### src/sv/unicode_to_single_byte_charset_top_assert.svh
// assertion macros for the charset encoder
`ifndef UNICODE_TO_SINGLE_BYTE_CHARSET_TOP_ASSERT_SVH
`define UNICODE_TO_SINGLE_BYTE_CHARSET_TOP_ASSERT_SVH

`ifndef SYNTHESIS

`define U2SB_ASSERT(lbl, prop) \
    lbl: assert property (@(posedge i_clk) disable iff (!i_rst_n) prop) \
        else $error("u2sb assertion failed");

`define U2SB_ASSERT_NEXT(lbl, ante, cons) \
    lbl: assert property (@(posedge i_clk) disable iff (!i_rst_n) (ante) |=> (cons)) \
        else $error("u2sb assertion failed");

`else

`define U2SB_ASSERT(lbl, prop)

`define U2SB_ASSERT_NEXT(lbl, ante, cons)

`endif

`endif

### src/sv/u2sb_pkg.sv
package u2sb_pkg;

    typedef enum logic [2:0] {
        CS_8859_1  = 3'd0,
        CS_8859_5  = 3'd1,
        CS_8859_6  = 3'd2,
        CS_8859_7  = 3'd3,
        CS_8859_8  = 3'd4,
        CS_8859_9  = 3'd5,
        CS_8859_15 = 3'd6,
        CS_TIS620  = 3'd7
    } t_charset;

    localparam int unsigned CpW   = 21;
    localparam int unsigned CodeW = 7;

    typedef logic [CpW-1:0]   t_cp;
    typedef logic [CodeW-1:0] t_code;

    localparam t_cp   NumeroSign = 21'h2116;
    localparam t_cp   EuroSign   = 21'h20AC;
    localparam t_code ThaiOffset = 7'h60;
    localparam t_code GreekOffs  = 7'h50;
    localparam t_code HebrewOffs = 7'h70;
    localparam t_code NbspCode   = 7'h20;

endpackage

### src/sv/unicode_to_single_byte_charset_top.sv
// unicode to single-byte charset encoder, right half with msb cleared
//
// input channel: i_in_valid / o_in_stall carry one code point per item on
// i_code_point. an item is taken at a clock edge with valid high and stall low.
// output channel: o_out_valid / i_out_stall carry o_mapped and o_byte_code.
// o_byte_code is 0 when the point has no code in the selected charset.
// i_cfg_wr_en / i_cfg_wr_data write the 3-bit charset select; write it only
// while no item is in flight.
// a result passes the input register, range compare stage and output register
// before o_out_valid rises. throughput: one item per cycle while the
// receiver does not stall.
// reset (i_rst_n low at a clock edge) empties all stages and selects 8859-1.
// when the receiver stalls the output holds; bubbles ahead of it still close,
// and o_in_stall rises only once all three stages hold items.
`include "unicode_to_single_byte_charset_top_assert.svh"

module unicode_to_single_byte_charset_top
    import u2sb_pkg::*;
(
    input  logic             i_clk,
    input  logic             i_rst_n,
    input  logic             i_cfg_wr_en,
    input  logic [2:0]       i_cfg_wr_data,
    input  logic             i_in_valid,
    output logic             o_in_stall,
    input  logic [CpW-1:0]   i_code_point,
    output logic             o_out_valid,
    input  logic             i_out_stall,
    output logic             o_mapped,
    output logic [CodeW-1:0] o_byte_code
);

    t_charset r_charset;

    logic  r1_valid;
    t_cp   r1_cp;
    logic  r2_valid;
    logic  r2_spec_hit;
    t_code r2_spec_code;
    logic  r2_fb_hit;
    t_code r2_fb_code;
    logic  r3_valid;
    logic  r3_mapped;
    t_code r3_code;

    logic  en1;
    logic  en2;
    logic  en3;
    logic  n_spec_hit;
    t_code n_spec_code;
    logic  n_fb_hit;
    logic  n_mapped;
    t_code n_code;

    assign en3 = !r3_valid || !i_out_stall;
    assign en2 = !r2_valid || en3;
    assign en1 = !r1_valid || en2;
    assign o_in_stall = !en1;

    always_ff @(posedge i_clk) begin
        if (!i_rst_n) begin
            r_charset <= CS_8859_1;
        end else if (i_cfg_wr_en) begin
            r_charset <= t_charset'(i_cfg_wr_data);
        end
    end

    // stage 1: input register
    always_ff @(posedge i_clk) begin
        if (!i_rst_n) begin
            r1_valid <= 1'b0;
        end else if (en1) begin
            r1_valid <= i_in_valid;
        end
    end

    always_ff @(posedge i_clk) begin
        if (en1 && i_in_valid) begin
            r1_cp <= i_code_point;
        end
    end

    // stage 2: charset specific points and ranges
    always_comb begin
        n_spec_hit  = 1'b0;
        n_spec_code = '0;
        case (r_charset)
            CS_8859_5: begin
                if (r1_cp == NumeroSign) begin
                    n_spec_hit  = 1'b1;
                    n_spec_code = 7'h70;
                end else if (r1_cp inside {[21'h401:21'h40C], [21'h40E:21'h44F],
                                           [21'h451:21'h45C], [21'h45E:21'h45F]}) begin
                    n_spec_hit  = 1'b1;
                    n_spec_code = r1_cp[6:0] + 7'h20;
                end
            end
            CS_8859_6: begin
                if (r1_cp == 21'h60C) begin
                    n_spec_hit  = 1'b1;
                    n_spec_code = 7'h2C;
                end else if (r1_cp inside {[21'h61B:21'h652]}) begin
                    n_spec_hit  = 1'b1;
                    n_spec_code = r1_cp[6:0] + 7'h20;
                end
            end
            CS_8859_7: begin
                if (r1_cp == 21'h2015) begin
                    n_spec_hit  = 1'b1;
                    n_spec_code = 7'h2F;
                end else if (r1_cp inside {[21'h2018:21'h2019]}) begin
                    n_spec_hit  = 1'b1;
                    n_spec_code = 7'h21 + {6'd0, r1_cp[0]};
                end else if (r1_cp inside {[21'h384:21'h386], [21'h388:21'h38A],
                                           21'h38C, [21'h38E:21'h3CE]}) begin
                    n_spec_hit  = 1'b1;
                    n_spec_code = r1_cp[6:0] - GreekOffs;
                end
            end
            CS_8859_8: begin
                if (r1_cp == 21'h2017) begin
                    n_spec_hit  = 1'b1;
                    n_spec_code = 7'h5F;
                end else if (r1_cp inside {[21'h5D0:21'h5EA]}) begin
                    n_spec_hit  = 1'b1;
                    n_spec_code = r1_cp[6:0] - HebrewOffs;
                end else if (r1_cp inside {[21'h200E:21'h200F]}) begin
                    n_spec_hit  = 1'b1;
                    n_spec_code = 7'h7D + {6'd0, r1_cp[0]};
                end
            end
            CS_8859_9: begin
                n_spec_hit = 1'b1;
                case (r1_cp)
                    21'h11E: n_spec_code = 7'h50;
                    21'h130: n_spec_code = 7'h5D;
                    21'h15E: n_spec_code = 7'h5E;
                    21'h11F: n_spec_code = 7'h70;
                    21'h131: n_spec_code = 7'h7D;
                    21'h15F: n_spec_code = 7'h7E;
                    default: n_spec_hit  = 1'b0;
                endcase
            end
            CS_8859_15: begin
                n_spec_hit = 1'b1;
                case (r1_cp)
                    EuroSign: n_spec_code = 7'h24;
                    21'h160:  n_spec_code = 7'h26;
                    21'h161:  n_spec_code = 7'h28;
                    21'h17D:  n_spec_code = 7'h34;
                    21'h17E:  n_spec_code = 7'h38;
                    21'h152:  n_spec_code = 7'h3C;
                    21'h153:  n_spec_code = 7'h3D;
                    21'h178:  n_spec_code = 7'h3E;
                    default:  n_spec_hit  = 1'b0;
                endcase
            end
            CS_TIS620: begin
                if (r1_cp == 21'hA0) begin
                    n_spec_hit  = 1'b1;
                    n_spec_code = NbspCode;
                end else if (r1_cp inside {[21'hE01:21'hE5F]}) begin
                    n_spec_hit  = 1'b1;
                    n_spec_code = r1_cp[6:0] - ThaiOffset;
                end
            end
            default: begin
                n_spec_hit  = 1'b0;
                n_spec_code = '0;
            end
        endcase
    end

    // latin-1 fallback, not for tis-620
    assign n_fb_hit = (r_charset != CS_TIS620) && (r1_cp inside {[21'hA0:21'hFF]});

    always_ff @(posedge i_clk) begin
        if (!i_rst_n) begin
            r2_valid <= 1'b0;
        end else if (en2) begin
            r2_valid <= r1_valid;
        end
    end

    always_ff @(posedge i_clk) begin
        if (en2 && r1_valid) begin
            r2_spec_hit  <= n_spec_hit;
            r2_spec_code <= n_spec_code;
            r2_fb_hit    <= n_fb_hit;
            r2_fb_code   <= r1_cp[6:0];
        end
    end

    // stage 3: pick special code, else fallback, else zero
    assign n_mapped = r2_spec_hit || r2_fb_hit;
    assign n_code   = r2_spec_hit ? r2_spec_code :
                      r2_fb_hit   ? r2_fb_code   : '0;

    always_ff @(posedge i_clk) begin
        if (!i_rst_n) begin
            r3_valid <= 1'b0;
        end else if (en3) begin
            r3_valid <= r2_valid;
        end
    end

    always_ff @(posedge i_clk) begin
        if (en3 && r2_valid) begin
            r3_mapped <= n_mapped;
            r3_code   <= n_code;
        end
    end

    assign o_out_valid = r3_valid;
    assign o_mapped    = r3_mapped;
    assign o_byte_code = r3_code;

    `U2SB_ASSERT(a_unmapped_zero, (r3_valid && !r3_mapped) |-> (r3_code == '0))
    `U2SB_ASSERT_NEXT(a_accept_lands, (i_in_valid && !o_in_stall), r1_valid)
    `U2SB_ASSERT(a_stall_full, o_in_stall |-> (r1_valid && r2_valid && r3_valid && i_out_stall))

endmodule
### config.mk
export PLATFORM = sky130hd
export DESIGN_NAME = unicode_to_single_byte_charset_top
export DESIGN_NICKNAME = d
export VERILOG_FILES = /design/src/sv/u2sb_pkg.sv /design/src/sv/unicode_to_single_byte_charset_top.sv
export VERILOG_INCLUDE_DIRS = /design/src /design/src/sv
export SDC_FILE = /design/constraint.sdc
export NUM_CORES = 1
export LEC_CHECK = 0
export BUFFER_PORTS_ARGS = -buffer_cell sky130_fd_sc_hd__buf_4
export CAP_MARGIN = 20
export CORE_MARGIN = 4
export CORE_UTILIZATION = 55
export DETAILED_ROUTE_END_ITERATION = 12
export GPL_TIMING_DRIVEN = 0
export HOLD_SLACK_MARGIN = 0.03
export PLACE_DENSITY = 0.84
export SLEW_MARGIN = 20
export SYNTH_ARGS = -nofsm -noshare
export SYNTH_HDL_FRONTEND = slang
export SYNTH_SLANG_ARGS = --single-unit
### constraint.sdc
create_clock -name i_clk -period 4.3 [get_ports i_clk]
set_clock_uncertainty 0.2 [all_clocks]
set_input_delay 0.86 -clock i_clk [delete_from_list [all_inputs] [get_ports i_clk]]
set_output_delay 0.86 -clock i_clk [all_outputs]
set_load 0.02 [all_outputs]
## Yosys cells after proc, flatten, opt, wreduce, memory -nomap -nowiden

Index checks and enable logic that the tools add are counted.

| operators by class | value |
|---|---|
| equal/unequal tests | 28 |
| reductions and logical operators | 30 |
| multiplexer cells | 32 |
| add/subtract/negate cells | 6 |
| $lt $le $gt $ge | 26 |

Operator list:

| kind | number |
|---|---|
| equality test 21 x 9 -> 1 bit, second input constant | 13 |
| greater-or-equal comparator 21 x 11 -> 1 bit, second input constant | 6 |
| <= comparator 21 x 11 -> 1 bit, second input constant | 6 |
| two-way mux 7 bit | 14 |
| equality test 21 x 14 -> 1 bit, second input constant | 4 |
| greater-or-equal comparator 21 x 10 -> 1 bit, second input constant | 3 |
| <= comparator 21 x 10 -> 1 bit, second input constant | 3 |
| one-hot mux 7 bit (7 select lines) | 1 |
| one-hot mux 6 bit (8 select lines) | 1 |
| greater-or-equal comparator 21 x 14 -> 1 bit, second input constant | 2 |
| <= comparator 21 x 14 -> 1 bit, second input constant | 2 |
| one-hot mux 7 bit (6 select lines) | 1 |
| equality test 21 x 10 -> 1 bit, second input constant | 1 |
| equality test 21 x 11 -> 1 bit, second input constant | 1 |
| equality test 21 x 8 -> 1 bit, second input constant | 1 |
| greater-or-equal comparator 21 x 12 -> 1 bit, second input constant | 1 |
| greater-or-equal comparator 21 x 8 -> 1 bit, second input constant | 1 |
| <= comparator 21 x 12 -> 1 bit, second input constant | 1 |
| <= comparator 21 x 8 -> 1 bit, second input constant | 1 |
| subtractor 7 bit, second input constant | 3 |
| logical AND 1 bit | 17 |
| two-way mux 1 bit | 14 |
| equality test 3 bit, second input constant | 4 |
| nonzero test 4 bit | 2 |
| 11 further kinds | 19 |

| word-level totals | value |
|---|---|
| output and inout port bits | 10 |
| logic and storage cells | 133 |
| input port bits | 29 |
| bits in registers | 51 |

## Longest topological paths before layout

| depth | value |
|---|---|
| word-level depth | 7 |
| mapped depth | 10 |

## Worst setup path before layout

Ideal clock, no wire load.

| timing | value |
|---|---|
| path type | register to register |
| start | register r1_cp[6] |
| end | register r2_spec_code[3], data pin |
| arrival | 2.559 ns |
| path slack | 1.280 ns |
| path buffers | 0 |
| setup time | 0.261 ns |
| stages on the path, launching flop included | 11 |
| cells stage by stage | edfxtp_1 > inv_1 > ha_1 > nor3b_1 > nor2b_1 > and2b_2 > a221oi_2 > a41o_2 > nor4_4 > o211ai_2 > a221o_1 |

| on the way | value |
|---|---|
| longest elaborated chain between the ends | 7 |
| elaborated cells between the ends (all ways) | 73 |
| classes of those cells | 24 x order compare; 20 x eq/ne; 15 x mux; 14 x reduce/logical |

Ends and longest elaborated chain:

| what | RTL line | source |
|---|---|---|
| start: declaration | unicode_to_single_byte_charset_top.sv:36 | `t_cp r1_cp;` |
| start signal: assignment | unicode_to_single_byte_charset_top.sv:79 | `r1_cp <= i_code_point;` |
| greater-or-equal comparator 21 x 10 -> 1 bit or <= comparator 21 x 10 -> 1 bit (tied branches) | unicode_to_single_byte_charset_top.sv:114 | `end else if (r1_cp inside {[21'h384:21'h386], [21'h388:21'h38A],` |
| logical AND 1 bit | unicode_to_single_byte_charset_top.sv:114 |  |
| nonzero test 4 bit | unicode_to_single_byte_charset_top.sv:114 |  |
| two-way mux 7 bit | unicode_to_single_byte_charset_top.sv:114 |  |
| two-way mux 7 bit | unicode_to_single_byte_charset_top.sv:111 | `end else if (r1_cp inside {[21'h2018:21'h2019]}) begin` |
| two-way mux 7 bit | unicode_to_single_byte_charset_top.sv:108 | `if (r1_cp == 21'h2015) begin` |
| one-hot mux 7 bit (7 select lines) * | unicode_to_single_byte_charset_top.sv:87 | `case (r_charset)` |
| net n_spec_code[3] | unicode_to_single_byte_charset_top.sv:50 | `t_code n_spec_code;` |
| end signal: assignment | unicode_to_single_byte_charset_top.sv:188 | `r2_spec_code <= n_spec_code;` |
| end: declaration | unicode_to_single_byte_charset_top.sv:39 | `t_code r2_spec_code;` |

The timed path passes the listed nets; every way through them passes the cells marked *.
A chain may end at the register's enable or synchronous reset.

## Final worst setup path

| timing | value |
|---|---|
| start | register r1_cp[5] |
| end | register r2_spec_code[0], data pin |

Same word-level chain as after synthesis.

==> run_results.csv <==
group,metric,value,unit
outcome,outcome,"complete, no violations",
detailed_routing,drtAntennaViolNets,0,
synthesis,synth-async-reset-ratio,0,%
global_route,grt_pass1_wl,17.5,mm
detailed_routing,wl_met1,4.64,mm
detailed_routing,vias,3556,
synthesis,avgSynthCellArea,9.56,µm²
power,p_int,0.000756,W
synthesis,synth_area_leaders,"edfxtp_1 37%, nand2_1 3.7%, dfxtp_1 3.3%",
hold_path,hold_path_end,"r2_valid$_SDFFE_PN0P_",
worst_setup_path,r2r-start,"r1_cp[5]$_DFFE_PP_",
synthesis,synth_nets,416,
global_route,grt_overflow,0,
synthesis,synthTopCellsByCount,"45 x edfxtp_1, 36 x nand2_1, 20 x clkbuf_1",
sta,min_period_over_period,97.7,%
hold_path,hp-start,"r1_valid$_SDFFE_PN0N_",
detailed_routing,drtIter0Drc,370,
clock_network,cts_tree,"done",
die,core.rowCount,29,
clock_network,clock_sinks,51,
global_route,grt_util_all_layers,29.0,%
die,coreArea,6350,µm²
sta,fmax,238,MHz
worst_setup_path,rr_worst_depth,10,
clock_network,root_buffer,"clkbuf_8",
global_route,antenna_found_initial,0,
synthesis,synthFlopType,"edfxtp_1",
worst_setup_path,r2r_end,"r2_spec_code[0]$_DFFE_PP_",
placement,gp_congestion,1.06,
die,dieHeight,89.1,µm
detailed_routing,drc,0,
hold_path,hp-class,"reg -> reg",
hold_path,min_path_cells,1,
worst_setup_path,critPathSlowestCell,"nor3b_1",
detailed_routing,viasPerCell,7.08,
sta,worst-slew-pin-transition,0.858,ns
die,die_w,89.1,µm
die,boundaryPins,39,
cells_and_area,area_delta_synth_final,13.6,%
synthesis,ys_seq_elements,51,
sta,slew_headroom,42.2,%
worst_setup_path,worstSetupPathType,"reg -> reg",
synthesis,synth_top_area_cell,"edfxtp_1",
job,cap_violations,0,
clock_network,cts_buffers,5,
power,pwr-share-clk,25.3,%
power,p_sw_share,29.3,%
synthesis,syn_inst,378,
clock_network,clockBufferDepth,2,
power,seqPwrFrac,55.9,%
sta,rsz0062_at_grt,"no",
cells_and_area,drive_gt1_share,16.9,%
worst_setup_path,r2r_setup_slack,0.1,ns
detailed_routing,wl_met2,5.18,mm
worst_setup_path,worst_setup_path_start_kind,"flop",
sta,setup_violations,0,
synthesis,synth_area,3610,µm²
sta,finalSetupTns,0,ns
cells_and_area,antenna_cells,0,
clock_network,cts.htree.levels,2,
power,p_per_area,261,nW/µm²
power,power_leakage,1.40,nW
detailed_routing,wl,11.3,mm
clock_network,cts_resized,0,
synthesis,synth_edf_count,45,
global_route,grt_pass1_vias,3292,
worst_setup_path,slowest_delay,0.71,ns
detailed_routing,drt_first_pass_iters,5,
worst_setup_path,endpoint_kind,"flop",
clock_network,clk_latency,0.30,ns
cells_and_area,fin_util,64.6,%
worst_setup_path,crit_required,4.15,ns
synthesis,synth-seq-area-share,40.7,%
sta,hold_violations,0,
placement,dpl.hpwl,8.57,mm
detailed_routing,avgRoutedWirePerCell,22.4,µm
clock_network,cts_setup_buffers,0,
power,irDropWorstVdd,0.000196,V
synthesis,synth_cell_types,69,
worst_setup_path,crit_chain,"inv_1 -> ha_1 -> nor3b_1 -> o21ai_0 -> a221oi_1 -> a2111oi_2 -> o31a_1 -> nor4_4 -> nand3_1 -> a221o_1",
global_route,grt_max_degree,18,
synthesis,synth_top_area_share,37.4,%
placement,portBuffers,38,
worst_setup_path,cp_max_fo,6,
synthesis,yosys_warnings,0,
cells_and_area,layout.nets,462,
power,p_sw,0.000314,W
clock_network,cts_hold_buf,0,
power,p_comb_share,18.9,%
detailed_routing,dr_wl_met3,904,µm
clock_network,path_clk_slew,0.10,ns
die,dieArea,7930,µm²
synthesis,synth_most_common_cell,"edfxtp_1",
die,start_util,56.9,%
sta,period_minus_slack,4.20,ns
worst_setup_path,cp.arrival,4.06,ns
detailed_routing,top_layer_used,"met4",
sta,maxSlewViolCount,0,
## metrics by stage
| stage | total power, W | instance area (µm²) | std cells | hold WS, ns | worst slack [ns] |
|---|---|---|---|---|---|
| finish | 0.00107 | 4100 | 502 | 0.287 | 0.0975 |
| global route | 0.00111 | 4100 | 502 | 0.326 | 0.0829 |
| detailed placement | 0.000802 | 4020 | 494 | 0.264 | 0.311 |
| floorplan | 0.000720 | 3610 | 378 | 0.239 | 1.28 |
| CTS | 0.00107 | 4100 | 502 | 0.292 | 0.249 |
| global placement | 0.000798 | 4000 | 493 | 0.254 | 0.187 |
## flip-flops by register name, indices dropped and copies added, names as in the netlist
register      cells
r2_fb_hit         1
r2_fb_code        7
o_out_valid       1
r2_valid          1
r2_spec_hit       1
r_charset         3
o_byte_code       7
r1_valid          1
o_mapped          1
r1_cp            21
r2_spec_code      7
## cells by family after synthesis
family                   count (synthesis)  synth area share, %
multiplexers                             5                 1.42
buffers and inverters                   35                 3.88
AND/OR/NAND/NOR                        184                 31.2
adder cells (fa/ha/maj)                  9                 3.12
flip-flops                              51                 40.7
AO/OA/AOI/OAI                           93                 19.4
XOR/XNOR                                 1                0.242
## power groups by stage
| stage | clock network, W | registers, W | logic (W) |
|---|---|---|---|
| floorplan | 0 | 0.000601 | 0.000119 |
| global placement | 0 | 0.000607 | 0.000190 |
| detailed placement | 0 | 0.000608 | 0.000194 |
| CTS | 0.000278 | 0.000597 | 0.000195 |
| global route | 0.000293 | 0.000600 | 0.000216 |
| finish | 0.000270 | 0.000598 | 0.000202 |
## how the worst max path moves through the flow
stage	from	end	slack, ns	cells past startpoint
6_report	r1_cp[5]$_DFFE_PP_	r2_spec_code[0]$_DFFE_PP_	0.1	10
5_1_grt	r1_cp[6]$_DFFE_PP_	r2_spec_code[0]$_DFFE_PP_	0.08	10
4_1_cts	r1_cp[5]$_DFFE_PP_	r2_spec_code[0]$_DFFE_PP_	0.25	10
3_5_place_dp	r1_cp[5]$_DFFE_PP_	r2_spec_code[0]$_DFFE_PP_	0.31	10
3_3_place_gp	r1_cp[6]$_DFFE_PP_	r2_spec_code[0]$_DFFE_PP_	0.19	10
2_1_floorplan	r1_cp[6]$_DFFE_PP_	r2_spec_code[3]$_DFFE_PP_	1.28	10
## cell type report
type	instances	area (µm²)
repair buffers	39	300
plain buffers	24	98.8
well taps	77	96.3
clock inverters	3	20.0
fillers	513	2250
clock buffers	5	68.8
multi-input cells	292	2010
flip-flops and latches	51	1470
inverters	11	41.3
## layout by cell type (no fill, tap or decap), drive strengths merged, types with 4 or more instances in the layout
cell    count
o22ai       4
o211ai      5
a221o       4
nand3      15
and3        4
or3         6
clkbuf     25
o221ai      7
buf        43
o31ai       5
a211oi      4
inv        11
nor3       16
nor2b      14
mux2i       4
a21o        4
dfxtp       6
o21a        4
o21ai      19
edfxtp     45
and2        4
nor3b       6
or4         5
nand2      36
a21oi       7
nor4b       8
ha          9
nand4      15
a22o        6
nand3b      5
nor2       17
nand2b      7
nor4       14
## worst max-delay path: cells and delay by family (launching register included)
kind	cells	cell delay (ns)
AO/OA/AOI/OAI	5	1.45
buffers and inverters	1	0.25
adder cells (fa/ha/maj)	1	0.35
flip-flops	1	0.57
AND/OR/NAND/NOR	3	1.12
## routing by layer
layer	vias to the layer above	track usage [%]
li1	1590	-
met1	1675	38.6
met2	239	47.6
met3	52	3.96
met4	0	12.2
met5	-	0
(Power assumes the default switching activity.)
